==> src/hdl/gdda_pkg.sv <==
// Shared constants, codes and helper functions for the Gregorian date
// arithmetic core. No dependencies; imported by every module of the block.
`timescale 1ns / 1ps

package gdda_pkg;

    // Default upper bound of the supported year range
    localparam int MAX_YEAR_DEF = 9999;

    // Field widths of one input item and one result item
    localparam int OP_W     = 1;
    localparam int YEAR_W   = 14;
    localparam int MONTH_W  = 4;
    localparam int DAY_W    = 5;
    localparam int OFFSET_W = 21;
    localparam int DIFF_W   = 23;
    localparam int STATUS_W = 2;
    localparam int DOY_W    = 9;

    // Input tdata layout, lowest field first
    localparam int IN_DATA_W      = 72;
    localparam int IN_YEAR_LSB    = 0;
    localparam int IN_MONTH_LSB   = IN_YEAR_LSB + YEAR_W;
    localparam int IN_DAY_LSB     = IN_MONTH_LSB + MONTH_W;
    localparam int IN_OFFSET_LSB  = IN_DAY_LSB + DAY_W;
    localparam int IN_OYEAR_LSB   = IN_OFFSET_LSB + OFFSET_W;
    localparam int IN_OMONTH_LSB  = IN_OYEAR_LSB + YEAR_W;
    localparam int IN_ODAY_LSB    = IN_OMONTH_LSB + MONTH_W;
    localparam int IN_USED_W      = IN_ODAY_LSB + DAY_W;

    // Output tdata layout, lowest field first
    localparam int OUT_DATA_W = 48;
    localparam int OUT_USED_W = YEAR_W + MONTH_W + DAY_W + DIFF_W;

    // x / 25 as (x * 41944) >> 20, exact for x below 2^15
    localparam int DIV25_MUL = 41944;
    localparam int DIV25_W   = 16;
    localparam int DIV25_SH  = 20;

    // Year estimate from a day number: ((n >> 7) * 22967) >> 16 ~ n / 365.2425
    localparam int EST_PRE = 7;
    localparam int EST_MUL = 22967;
    localparam int EST_W   = 15;
    localparam int EST_SH  = 16;

    localparam int DAYS_PER_YEAR = 365;
    localparam int MONTHS        = 12;

    typedef enum logic [STATUS_W-1:0] {
        ST_OK       = 2'd0,
        ST_BAD_DATE = 2'd1,
        ST_RANGE    = 2'd2
    } t_status;

    typedef enum logic [OP_W-1:0] {
        OP_ADD  = 1'b0,
        OP_DIFF = 1'b1
    } t_op;

    // Width of a signed day number for a given year bound, at least 22 bits
    // so that the 21-bit offset can be added without overflow
    function automatic int day_num_width(input int max_year);
        int w;
        w = $clog2(366 * max_year + 1);
        if (w < OFFSET_W) begin
            w = OFFSET_W;
        end
        return w + 1;
    endfunction

    // Days from 0001-01-01 to 1 January of year y; elaboration use only
    function automatic longint days_before_year_c(input longint y);
        longint p;
        p = y - 1;
        return 365 * p + p / 4 - p / 100 + p / 400;
    endfunction

    function automatic logic [DAY_W-1:0] month_len(input logic [MONTH_W-1:0] m,
                                                   input logic leap);
        logic [DAY_W-1:0] len;
        case (m)
            4'd1, 4'd3, 4'd5, 4'd7, 4'd8, 4'd10, 4'd12: len = 5'd31;
            4'd4, 4'd6, 4'd9, 4'd11:                     len = 5'd30;
            4'd2:                                        len = leap ? 5'd29 : 5'd28;
            default:                                     len = 5'd0;
        endcase
        return len;
    endfunction

    // Days in the months before m of a common year
    function automatic logic [DOY_W-1:0] days_before_month(input logic [MONTH_W-1:0] m);
        logic [DOY_W-1:0] s;
        case (m)
            4'd2:    s = 9'd31;
            4'd3:    s = 9'd59;
            4'd4:    s = 9'd90;
            4'd5:    s = 9'd120;
            4'd6:    s = 9'd151;
            4'd7:    s = 9'd181;
            4'd8:    s = 9'd212;
            4'd9:    s = 9'd243;
            4'd10:   s = 9'd273;
            4'd11:   s = 9'd304;
            4'd12:   s = 9'd334;
            default: s = 9'd0;
        endcase
        return s;
    endfunction

    // Zero-based day of year
    function automatic logic [DOY_W-1:0] day_of_year(input logic [MONTH_W-1:0] m,
                                                     input logic [DAY_W-1:0] d,
                                                     input logic leap);
        logic [DOY_W-1:0] s;
        s = days_before_month(m) + DOY_W'(leap && (m > 4'd2)) + DOY_W'(d) - 9'd1;
        return s;
    endfunction

endpackage

==> src/hdl/gdda_year_unit.sv <==
// Shared year unit: days before 1 January of a year and its leap flag,
// two register stages. Depends on gdda_pkg.
`timescale 1ns / 1ps

module gdda_year_unit #(
    parameter int  MAX_YEAR = gdda_pkg::MAX_YEAR_DEF,
    localparam int YW       = $clog2(MAX_YEAR + 1),
    localparam int NW       = gdda_pkg::day_num_width(MAX_YEAR)
) (
    input  logic          i_clk,
    input  logic          i_rst_n,
    input  logic          i_start,
    input  logic [YW-1:0] i_year,
    output logic          o_done,
    output logic          o_leap,
    output logic [NW-1:0] o_dby
);
    import gdda_pkg::*;

    localparam int PW = YW - 2 + DIV25_W;
    localparam int QW = PW - DIV25_SH;      // width of p / 100

    logic [YW-1:0] p;
    logic [PW-1:0] q25_prod;

    logic          r_v1;
    logic          r_v2;
    logic [YW-1:0] r_p;
    logic [NW-1:0] r_p365;
    logic [YW-3:0] r_q4;
    logic [QW-1:0] r_q100;
    logic          r_leap;
    logic [NW-1:0] r_dby;

    logic          m100;
    logic          m400;

    assign p        = i_year - 1'b1;
    // (p/4)/25 = p/100
    assign q25_prod = PW'(p[YW-1:2]) * PW'(DIV25_MUL);

    // stage 1: scaled year and quotients
    always_ff @(posedge i_clk) begin
        if (i_start) begin
            r_p    <= p;
            r_p365 <= NW'(int'(p) * DAYS_PER_YEAR);
            r_q4   <= p[YW-1:2];
            r_q100 <= q25_prod[PW-1:DIV25_SH];
        end
    end

    // y = p + 1 is a multiple of 100 (400) when p mod 100 (400) is 99 (399)
    assign m100 = (int'(r_p) - int'(r_q100) * 100) == 99;
    assign m400 = (int'(r_p) - int'(r_q100 >> 2) * 400) == 399;

    // stage 2: sum and leap rule
    always_ff @(posedge i_clk) begin
        if (r_v1) begin
            r_dby  <= r_p365 + NW'(r_q4) - NW'(r_q100) + NW'(r_q100 >> 2);
            r_leap <= ((r_p[1:0] == 2'b11) && !m100) || m400;
        end
    end

    always_ff @(posedge i_clk) begin
        if (!i_rst_n) begin
            r_v1 <= 1'b0;
            r_v2 <= 1'b0;
        end else begin
            r_v1 <= i_start;
            r_v2 <= r_v1;
        end
    end

    assign o_done = r_v2;
    assign o_leap = r_leap;
    assign o_dby  = r_dby;

endmodule

==> src/hdl/gregorian_date_day_arithmetic_core.sv <==
// Top level of the Gregorian date arithmetic core: stream ports, sequencer
// and output register. Depends on gdda_pkg and gdda_year_unit.
`timescale 1ns / 1ps

// Usage
//   Slave stream takes one request item: tuser[0] is the operation
//   (0 add a signed day offset to a date, 1 difference first minus second
//   date), tdata carries the two dates and the offset. Master stream gives
//   one result item per request: tdata the result date and day difference,
//   tuser the status (ok, invalid input date, result year out of range).
//   One item is worked on at a time; tready is low from acceptance until
//   the result has moved into the output register.
//   The time from acceptance to result tvalid depends on the operation. A
//   difference, an addition with an invalid date and an addition whose
//   result falls outside the year range end without the year search and
//   month walk. Any other addition also waits on the shared year unit (one
//   pass for each year tried while the year search corrects its estimate,
//   usually one or two tries) and on the month walk, which passes the
//   months one by one.
//   The output register frees the sequencer: a new request is taken while
//   a result still waits; if the receiver stalls, the next result waits in
//   the sequencer and tready stays low until the output register empties.
//   Reset (synchronous, active low) returns to idle and drops tvalid.
module gregorian_date_day_arithmetic_core #(
    parameter int MAX_YEAR = gdda_pkg::MAX_YEAR_DEF
) (
    input  logic                            i_clk,
    input  logic                            i_rst_n,
    input  logic                            i_s_axis_tvalid,
    output logic                            o_s_axis_tready,
    // year[13:0], month[17:14], day[22:18], offset_days[43:23],
    // other_year[57:44], other_month[61:58], other_day[66:62], zero pad
    input  logic [gdda_pkg::IN_DATA_W-1:0]  i_s_axis_tdata,
    // op[0]
    input  logic [gdda_pkg::OP_W-1:0]       i_s_axis_tuser,
    output logic                            o_m_axis_tvalid,
    input  logic                            i_m_axis_tready,
    // res_year[13:0], res_month[17:14], res_day[22:18],
    // day_difference[45:23], zero pad
    output logic [gdda_pkg::OUT_DATA_W-1:0] o_m_axis_tdata,
    // status[1:0]
    output logic [gdda_pkg::STATUS_W-1:0]   o_m_axis_tuser
);
    import gdda_pkg::*;

    localparam int YW   = $clog2(MAX_YEAR + 1);
    localparam int NW   = day_num_width(MAX_YEAR);
    localparam int EW   = (NW - 1 - EST_PRE) + EST_W;   // estimate product
    localparam int ESTW = EW - EST_SH;
    localparam logic signed [NW-1:0] LAST_DAY =
        NW'(days_before_year_c(longint'(MAX_YEAR) + 1) - 1);

    typedef enum logic [9:0] {
        S_IDLE  = 10'b00_0000_0001,
        S_WAIT1 = 10'b00_0000_0010,   // first date through year unit
        S_WAIT2 = 10'b00_0000_0100,   // second date through year unit
        S_DIFF  = 10'b00_0000_1000,
        S_OFFS  = 10'b00_0001_0000,
        S_RANGE = 10'b00_0010_0000,
        S_EST   = 10'b00_0100_0000,
        S_YWAIT = 10'b00_1000_0000,   // year search
        S_MONTH = 10'b01_0000_0000,   // month walk
        S_OUT   = 10'b10_0000_0000
    } t_state;

    t_state r_state, n_state;

    // latched request
    logic                       r_op,     n_op;
    logic [YEAR_W-1:0]          r_y1,     n_y1;
    logic [MONTH_W-1:0]         r_m1,     n_m1;
    logic [DAY_W-1:0]           r_d1,     n_d1;
    logic signed [OFFSET_W-1:0] r_off,    n_off;
    logic [YEAR_W-1:0]          r_y2,     n_y2;
    logic [MONTH_W-1:0]         r_m2,     n_m2;
    logic [DAY_W-1:0]           r_d2,     n_d2;

    // working values
    logic signed [NW-1:0]       r_n,      n_n;
    logic [NW-1:0]              r_n2,     n_n2;
    logic                       r_bad,    n_bad;
    logic [EW-1:0]              r_prod,   n_prod;
    logic [YW-1:0]              r_yy,     n_yy;
    logic                       r_leap,   n_leap;
    logic [DOY_W-1:0]           r_rem,    n_rem;
    logic [MONTH_W-1:0]         r_mm,     n_mm;

    // finished result
    logic [YEAR_W-1:0]          r_ry,     n_ry;
    logic [MONTH_W-1:0]         r_rm,     n_rm;
    logic [DAY_W-1:0]           r_rd,     n_rd;
    logic signed [NW-1:0]       r_diff,   n_diff;
    t_status                    r_status, n_status;

    // output register
    logic                       r_out_valid;
    logic [OUT_DATA_W-1:0]      r_out_data;
    logic [STATUS_W-1:0]        r_out_user;

    // year unit
    logic                       u_start;
    logic [YW-1:0]              u_year;
    logic                       u_done;
    logic                       u_leap;
    logic [NW-1:0]              u_dby;

    logic                       s_accept;
    logic                       out_free;
    logic                       date_ok;
    logic [NW-1:0]              dby_next;
    logic [ESTW-1:0]            est;
    logic [DAY_W-1:0]           mlen;

    assign o_s_axis_tready = (r_state == S_IDLE);
    assign s_accept        = i_s_axis_tvalid && o_s_axis_tready;
    assign out_free        = !r_out_valid || i_m_axis_tready;
    assign dby_next        = u_dby + NW'(DAYS_PER_YEAR) + NW'(u_leap);
    assign est             = r_prod[EW-1:EST_SH];
    assign mlen            = month_len(r_mm, r_leap);

    gdda_year_unit #(
        .MAX_YEAR (MAX_YEAR)
    ) u_year_unit (
        .i_clk   (i_clk),
        .i_rst_n (i_rst_n),
        .i_start (u_start),
        .i_year  (u_year),
        .o_done  (u_done),
        .o_leap  (u_leap),
        .o_dby   (u_dby)
    );

    always_comb begin
        n_state  = r_state;
        n_op     = r_op;
        n_y1     = r_y1;
        n_m1     = r_m1;
        n_d1     = r_d1;
        n_off    = r_off;
        n_y2     = r_y2;
        n_m2     = r_m2;
        n_d2     = r_d2;
        n_n      = r_n;
        n_n2     = r_n2;
        n_bad    = r_bad;
        n_prod   = r_prod;
        n_yy     = r_yy;
        n_leap   = r_leap;
        n_rem    = r_rem;
        n_mm     = r_mm;
        n_ry     = r_ry;
        n_rm     = r_rm;
        n_rd     = r_rd;
        n_diff   = r_diff;
        n_status = r_status;
        u_start  = 1'b0;
        u_year   = r_yy;
        date_ok  = 1'b0;

        case (r_state)
            S_IDLE: begin
                if (s_accept) begin
                    n_op     = i_s_axis_tuser[0];
                    n_y1     = i_s_axis_tdata[IN_YEAR_LSB +: YEAR_W];
                    n_m1     = i_s_axis_tdata[IN_MONTH_LSB +: MONTH_W];
                    n_d1     = i_s_axis_tdata[IN_DAY_LSB +: DAY_W];
                    n_off    = i_s_axis_tdata[IN_OFFSET_LSB +: OFFSET_W];
                    n_y2     = i_s_axis_tdata[IN_OYEAR_LSB +: YEAR_W];
                    n_m2     = i_s_axis_tdata[IN_OMONTH_LSB +: MONTH_W];
                    n_d2     = i_s_axis_tdata[IN_ODAY_LSB +: DAY_W];
                    n_ry     = '0;
                    n_rm     = '0;
                    n_rd     = '0;
                    n_diff   = '0;
                    n_status = ST_OK;
                    u_start  = 1'b1;
                    u_year   = YW'(i_s_axis_tdata[IN_YEAR_LSB +: YEAR_W]);
                    n_state  = S_WAIT1;
                end
            end

            S_WAIT1: begin
                if (u_done) begin
                    date_ok = (r_y1 != '0) && (32'(r_y1) <= MAX_YEAR)
                              && (r_m1 != '0) && (r_m1 <= MONTH_W'(MONTHS))
                              && (r_d1 != '0) && (r_d1 <= month_len(r_m1, u_leap));
                    n_bad = !date_ok;
                    n_n   = u_dby + NW'(day_of_year(r_m1, r_d1, u_leap));
                    if (r_op == OP_DIFF) begin
                        u_start = 1'b1;
                        u_year  = YW'(r_y2);
                        n_state = S_WAIT2;
                    end else begin
                        n_state = S_OFFS;
                    end
                end
            end

            S_WAIT2: begin
                if (u_done) begin
                    date_ok = (r_y2 != '0) && (32'(r_y2) <= MAX_YEAR)
                              && (r_m2 != '0) && (r_m2 <= MONTH_W'(MONTHS))
                              && (r_d2 != '0) && (r_d2 <= month_len(r_m2, u_leap));
                    n_bad   = r_bad || !date_ok;
                    n_n2    = u_dby + NW'(day_of_year(r_m2, r_d2, u_leap));
                    n_state = S_DIFF;
                end
            end

            S_DIFF: begin
                if (r_bad) begin
                    n_status = ST_BAD_DATE;
                end else begin
                    n_diff = r_n - $signed(r_n2);
                end
                n_state = S_OUT;
            end

            S_OFFS: begin
                if (r_bad) begin
                    n_status = ST_BAD_DATE;
                    n_state  = S_OUT;
                end else begin
                    n_n     = r_n + NW'(r_off);
                    n_state = S_RANGE;
                end
            end

            S_RANGE: begin
                if ((r_n < 0) || (r_n > LAST_DAY)) begin
                    n_status = ST_RANGE;
                    n_state  = S_OUT;
                end else begin
                    n_prod  = EW'(r_n[NW-2:EST_PRE]) * EW'(EST_MUL);
                    n_state = S_EST;
                end
            end

            S_EST: begin
                // first guess at the year; the search corrects it
                if (est >= ESTW'(MAX_YEAR)) begin
                    u_year = YW'(MAX_YEAR);
                end else begin
                    u_year = YW'(est + 1'b1);
                end
                n_yy    = u_year;
                u_start = 1'b1;
                n_state = S_YWAIT;
            end

            S_YWAIT: begin
                if (u_done) begin
                    if (u_dby > $unsigned(r_n)) begin
                        u_year  = r_yy - 1'b1;
                        n_yy    = u_year;
                        u_start = 1'b1;
                    end else if (dby_next <= $unsigned(r_n)) begin
                        u_year  = r_yy + 1'b1;
                        n_yy    = u_year;
                        u_start = 1'b1;
                    end else begin
                        n_rem   = DOY_W'($unsigned(r_n) - u_dby);
                        n_leap  = u_leap;
                        n_mm    = MONTH_W'(1);
                        n_state = S_MONTH;
                    end
                end
            end

            S_MONTH: begin
                if ((r_mm != MONTH_W'(MONTHS)) && (r_rem >= DOY_W'(mlen))) begin
                    n_rem = r_rem - DOY_W'(mlen);
                    n_mm  = r_mm + 1'b1;
                end else begin
                    n_ry    = YEAR_W'(r_yy);
                    n_rm    = r_mm;
                    n_rd    = DAY_W'(r_rem + 1'b1);
                    n_state = S_OUT;
                end
            end

            S_OUT: begin
                if (out_free) begin
                    n_state = S_IDLE;
                end
            end

            default: begin
                n_state = S_IDLE;
            end
        endcase
    end

    always_ff @(posedge i_clk) begin
        if (!i_rst_n) begin
            r_state <= S_IDLE;
        end else begin
            r_state <= n_state;
        end
    end

    // payload registers, no reset
    always_ff @(posedge i_clk) begin
        r_op     <= n_op;
        r_y1     <= n_y1;
        r_m1     <= n_m1;
        r_d1     <= n_d1;
        r_off    <= n_off;
        r_y2     <= n_y2;
        r_m2     <= n_m2;
        r_d2     <= n_d2;
        r_n      <= n_n;
        r_n2     <= n_n2;
        r_bad    <= n_bad;
        r_prod   <= n_prod;
        r_yy     <= n_yy;
        r_leap   <= n_leap;
        r_rem    <= n_rem;
        r_mm     <= n_mm;
        r_ry     <= n_ry;
        r_rm     <= n_rm;
        r_rd     <= n_rd;
        r_diff   <= n_diff;
        r_status <= n_status;
    end

    // output register: loads the finished item once the slot is free
    always_ff @(posedge i_clk) begin
        if (!i_rst_n) begin
            r_out_valid <= 1'b0;
        end else if ((r_state == S_OUT) && out_free) begin
            r_out_valid <= 1'b1;
        end else if (i_m_axis_tready) begin
            r_out_valid <= 1'b0;
        end
    end

    always_ff @(posedge i_clk) begin
        if ((r_state == S_OUT) && out_free) begin
            r_out_data <= {(OUT_DATA_W - OUT_USED_W)'(0), DIFF_W'(r_diff), r_rd, r_rm, r_ry};
            r_out_user <= r_status;
        end
    end

    assign o_m_axis_tvalid = r_out_valid;
    assign o_m_axis_tdata  = r_out_data;
    assign o_m_axis_tuser  = r_out_user;

endmodule
==> config.mk <==
export PLATFORM = sky130hd
export DESIGN_NAME = gregorian_date_day_arithmetic_core
export DESIGN_NICKNAME = d
export VERILOG_FILES = /design/src/hdl/gdda_pkg.sv /design/src/hdl/gdda_year_unit.sv /design/src/hdl/gregorian_date_day_arithmetic_core.sv
export SDC_FILE = /design/constraint.sdc
export NUM_CORES = 2
export LEC_CHECK = 0
export BUFFER_PORTS_ARGS = -buffer_cell sky130_fd_sc_hd__buf_4
export CAP_MARGIN = 0
export CORE_ASPECT_RATIO = 0.9
export CORE_MARGIN = 8
export CORE_UTILIZATION = 50
export DETAILED_ROUTE_END_ITERATION = 10
export HOLD_SLACK_MARGIN = 0.03
export PLACE_DENSITY = 0.67
export SYNTH_ARGS = -nofsm -noshare
export SYNTH_HDL_FRONTEND = slang
export SYNTH_SLANG_ARGS = --single-unit
==> constraint.sdc <==
create_clock -name i_clk -period 24.9 [get_ports i_clk]
set_input_delay 2.49 -clock i_clk [delete_from_list [all_inputs] [get_ports i_clk]]
set_output_delay 2.49 -clock i_clk [all_outputs]
set_load 0.03 [all_outputs]
-- Yosys cells after proc, flatten, opt, wreduce, memory -nomap -nowiden
Memory sizes are Yosys's and may differ from the RTL's. A register that Yosys moved wholly into a read port is not among the register bits.
Cells that the tools add are included.
- memory bits (read-only): 288
- register bits after elaboration: 363
- output and inout port bits: 52
- word-level logic and storage cells: 278
- memories kept: 2
- input port bits: 77
- reductions and logical operators: 56
- mux-type cells: 77
- add/sub/neg operators: 25
- eq/ne operators: 63
- bitwise logic cells: 3
- magnitude comparators: 14
- multipliers: 5
- memories (memory ; words ; bits a word ; read ports ; clocked after memory_dff ; write ports ; line ; RTL):
    (name not given) ; 16 ; 9 ; 1 ; 1 ; 0 ; gdda_pkg.sv:93 ; case (m)
    (name not given) ; 16 ; 9 ; 1 ; 1 ; 0 ; gdda_pkg.sv:93 ;
- operators by type and width (kind ; number):
    $mux 14 ; 9
    $mux 10 ; 10
    $pmux 10 s10 ; 1
    $mux 23 ; 4
    $pmux 23 s2 ; 2
    $mux 9 ; 8
    $sub 15x32->32 ; 2
    $eq 4x4->1 const B ; 15
    $pmux 14 s2 ; 2
    $pmux 14 s4 ; 1
    $eq 4x3->1 const B ; 12
    $add 23x9->23 ; 2
    $pmux 5 s3 ; 3
    $mux 5 ; 7
    $eq 32x10->1 const B ; 1
    $eq 32x8->1 const B ; 1
    $mux 4 ; 8
    $mul 15x15->30 const B ; 1
    $add 14x1->14 const B ; 2
    $le 14x14->1 const B ; 2
    $reduce_bool 14->1 ; 2
    $sub 14x1->14 const B ; 2
    $mul 12x13->25 const B ; 1
    $eq 4x2->1 const B ; 6
    65 further kinds ; 139

-- Longest topological paths before layout
- word-level depth: 11
- depth in mapped cells: 48
- mapped depth without buffers: 48

-- Cells and area by module
A second synthesis with hierarchy kept.
- cell total of the unflattened synthesis: 3289
- area, all modules: 33269.4 um^2
- modules (own cells, without submodules) (module ; cells each ; area each (um^2) ; sequential area each (um^2) ; times used):
    gregorian_date_day_arithmetic_core ; 2247 ; 22836.9 ; 8177.8 ; 1
    gdda_year_unit ; 1042 ; 10432.5 ; 2052.0 ; 1

-- Worst setup path after synthesis
No wires, ideal clock.
- kind: input -> register
- from: input port i_s_axis_tvalid
- to: register u_year_unit.r_q100[7], data pin
- library setup time: 262 ps
- data arrival time: 11053 ps
- stages on the path: 29
- required time: 24638 ps
- buffers on the path: 2
- setup slack: 13585 ps
- path through: buf_1 nand2_1 inv_2 buf_1 a22oi_1 o21ai_0 a221oi_1 xor2_1 fa_1 xor2_1 ha_1 a31o_1 a21oi_1 fa_1 inv_1 fa_1 inv_1 fa_1 inv_1 ha_1 a211o_1 nor3_1 o211ai_1 and3_1 o31a_1 or4_1 a31o_2 a21oi_1 xor2_1
- word-level cells in the longest chain between the ends: 5
- RTL lines (what ; line ; RTL):
    start: declaration ; gregorian_date_day_arithmetic_core.sv:29 ; input logic i_s_axis_tvalid,
    $logic_and 1x1->1 ; gregorian_date_day_arithmetic_core.sv:115 ; assign s_accept = i_s_axis_tvalid && o_s_axis_tready;
    $mux 14 ; gregorian_date_day_arithmetic_core.sv:162 ; if (s_accept) begin
    $pmux 14 s4 ; gregorian_date_day_arithmetic_core.sv:160 ; case (r_state)
    $sub 14x1->14 ; gdda_year_unit.sv:38 ; assign p = i_year - 1'b1;
    net u_year_unit.p[13] ; gdda_year_unit.sv:23 ; logic [YW-1:0] p;
    $mul 12x13->25 ; gdda_year_unit.sv:40 ; assign q25_prod = PW'(p[YW-1:2]) * PW'(DIV25_MUL);
    net u_year_unit.q25_prod[27] ; gdda_year_unit.sv:24 ; logic [PW-1:0] q25_prod;
    end signal: assignment ; gdda_year_unit.sv:48 ; r_q100 <= q25_prod[PW-1:DIV25_SH];
    end: declaration ; gdda_year_unit.sv:31 ; logic [QW-1:0] r_q100;
The timed path passes the listed nets, and every way through them passes these cells.
A chain may end at the register's enable or synchronous reset.

-- Worst setup path after layout
- from: register u_year_unit.r_leap, in the netlist u_year_unit.o_leap
- to: register u_year_unit.r_q100[7], data pin
- word-level cells in the longest chain between the ends: 8
- RTL lines (what ; line ; RTL):
    start: declaration ; gdda_year_unit.sv:32 ; logic r_leap;
    start signal: assignment ; gdda_year_unit.sv:60 ; r_leap <= ((r_p[1:0] == 2'b11) && !m100) || m400;
    $add 23x1->23 ; gregorian_date_day_arithmetic_core.sv:117 ; assign dby_next = u_dby + NW'(DAYS_PER_YEAR) + NW'(u_leap);
    $le 23x23->1 ; gregorian_date_day_arithmetic_core.sv:257 ; end else if (dby_next <= $unsigned(r_n)) begin
    $mux 14 (3 in series) ; n/a ;
    $pmux 14 s4 ; gregorian_date_day_arithmetic_core.sv:160 ;
    $sub 14x1->14 ; gdda_year_unit.sv:38 ;
    net u_year_unit.p[12] ; gdda_year_unit.sv:23 ;
    $mul 12x13->25 ; gdda_year_unit.sv:40 ;
    net u_year_unit.q25_prod[27] ; gdda_year_unit.sv:24 ;
The timed path passes the listed nets, and every way through them passes these cells.

==> reports/metrics.csv <==
stage,metric,value,unit
grt,grt_pass1_wl,127,mm
critical_path,max_stage_delay,780,ps
die,core_area,0.0667,sq mm
critical_path,crit_buf_inv,4,
logic_synthesis,yosysTopAreaCell,edfxtp_1,
logic_synthesis,syn-instance-count,3363,
logic_synthesis,synth-async-reset-ratio,0,%
logic_synthesis,synth-edff-count,320,
die,die_w,289,um
critical_path,critical-path-top-delay-family,simple AND/OR/NAND/NOR gates,
timing,worst_hold_slack,413,ps
final_layout,final_nets,4305,
clocking,cts.clk_slew.worst_paths,60,ps
detailed_routing,num_vias,24088,
critical_path,endpoint_kind,flop,
final_layout,fillers,5949,
timing,rsz0062_at_grt,false,
critical_path,critPathMaxFanout,7,
grt,antenna_found_initial,1,
clocking,cts_tree,yes,
critical_path,cp-start-kind,flop,
detailed_routing,routed_via_density,5.49,
die,start_util,50.3,%
logic_synthesis,ys_top_cells_by_area,"edfxtp_1 29%, ha_1 20%, fa_1 12%, inv_1 6.4%, xnor2_1 4.0%",
timing,period_minus_slack,13050,ps
detailed_routing,wl_per_cell,18.4,um
critical_path,cp.required,25200,ps
logic_synthesis,ys_top_cells_by_count,"575 x inv_1, 531 x ha_1, 320 x edfxtp_1",
timing,worst_slew_pin_slew,1250,ps
logic_synthesis,synth.avg_cell_area,9.98,sq um
place,hpwl,65.6,mm
detailed_routing,ant_nets,0,
timing,period_share,52.4,%
clocking,hold_buffers,0,
hold_path,hold_class,flop to flop,
die,die_h,262,um
grt,grt-ovfl-total,0,
clocking,cts-root-buf,clkbuf_16,
detailed_routing,first_pass_iters,6,
final_layout,antenna_cells,0,
clocking,cts_buffers,42,
logic_synthesis,synth_top_area_share,28.6,%
die,rows,90,
job,maxCapViolCount,0,
clocking,cts_setup_buffers,0,
clocking,clkSinkCount,351,
logic_synthesis,synth_most_common_cell,inv_1,
logic_synthesis,synthesis.area,0.0335,sq mm
grt,grt_start_max_net_pins,49,
logic_synthesis,yosysSeqAreaShare,30.5,%
logic_synthesis,ys_ff_latch,351,
timing,hold_viol,0,
logic_synthesis,yosys_most_used_dff,edfxtp_1,
timing,finalClockSkew,46.8,ps
clocking,post_cts_resize_count,0,
critical_path,critical_path_class,flop to flop,
final_layout,multi_input_area,0.0209,sq mm
timing,setup_tns,0,ps
clocking,insertion_delay,600,ps
clocking,cts_buffer_depth,3,
place,place_congestion,0.959,
detailed_routing,routed_wl,80.8,mm
critical_path,arrival,13350,ps
grt,grt_pass1_vias,23657,
timing,drv_slew,0,
final_layout,syn_to_final_growth,9.71,%
grt,groute.usage.overall,21.3,%
critical_path,crit_slowest_cell,xor2_1,
logic_synthesis,yosysWarnings,0,
clocking,cts_max_level,2,
outcome,run_status,"complete, no violations",
timing,fmaxAchievable,0.0766,GHz
timing,relSlewSlack,16.2,%
timing,setup_viol,0,
place,port_buffers,121,
final_layout,final_layout_size_suffix_gt1_share,7.17,%
die,die_area,0.0757,sq mm
detailed_routing,drc,0,
logic_synthesis,ys_types,93,
die,num_io_pins,129,
detailed_routing,drtIter0Drc,1572,
final_layout,seqCellArea,0.0102,sq mm
==> worst paths after layout <==
path,startpoint,to,slack [ps],cells after the start
setup / recovery,u_year_unit.o_leap$_DFFE_PP_,u_year_unit.r_q100[7]$_DFFE_PP_,11850,42
hold / removal,r_rm[1]$_SDFFCE_PN0P_,o_m_axis_tdata[15]$_DFFE_PP_,410,0
setup reg to reg,u_year_unit.o_leap$_DFFE_PP_,u_year_unit.r_q100[7]$_DFFE_PP_,11850,42
hold reg to reg,r_rm[1]$_SDFFCE_PN0P_,o_m_axis_tdata[15]$_DFFE_PP_,410,0
==> area by class of cell <==
class / count / share of cell area, %
multi-input combinational: 2376 / 56.9
clock inverter: 22 / 0.653
clock buffer: 49 / 2.93
sequential: 351 / 27.8
tap: 874 / 2.97
inverter: 576 / 5.88
timing repair buffer: 142 / 2.90
==> routing by layer <==
metal,GRT usage (%),up-vias,share of wire [%]
met5,0,-,0
met4,5.87,0,2.5
met3,2.87,117,5.6
met2,35.2,576,47
met1,29.2,11531,45
li1,-,11864,-
==> per-stage QoR <==
stage	area [sq um]	std cells	worst slack, ps	utilization (%)
floorplan	33600	3364	13590	-
global placement	35500	4319	12030	53.2
detailed placement	35500	4319	12070	53.2
CTS	36800	4390	11970	55.2
global route	36800	4390	11190	55.2
finish	36800	4390	11850	55.2
==> cells by family after synthesis <==
| logic type | count (synthesis) | synth area share [%] |
|---|---|---|
| flops | 351 | 30.5 |
| mux | 30 | 0.910 |
| other cells | 1 | 0.0112 |
| buf+inv | 637 | 7.19 |
| simple gates | 779 | 11.5 |
| compound gates | 587 | 11.4 |
| xor+xnor | 239 | 6.24 |
| fa+ha+maj | 739 | 32.2 |
==> sequential cells by signal, summed over array words and instances, names as in the netlist, 21 cells and up, named ones only <==
signal	count
o_m_axis_tdata	46
r_diff	23
r_n2	23
r_n	23
u_year_unit.o_dby	23
u_year_unit.r_p365	23
r_off	21
==> cells in the final DEF, fill, tap and decap left out, drive strengths merged, types with 26 or more instances in the layout <==
cell,Yosys,final
inv,576,577
ha,531,531
edfxtp,320,320
nor2,214,214
fa,208,208
nand2,174,174
a21oi,171,171
xnor2,152,152
buf,13,142
o21ai,132,132
xor2,87,87
nand3,74,74
nor3,69,69
clkbuf,48,49
a21o,38,38
nor2b,36,36
and2,32,32
dfxtp,31,31
and3,30,30
nand4,29,29
o21a,28,28
a31oi,27,27
mux2i,26,26
o21bai,26,26
Power is not shown: default switching activity piles up to over one toggle a cycle in this logic, so the estimate is an artifact.
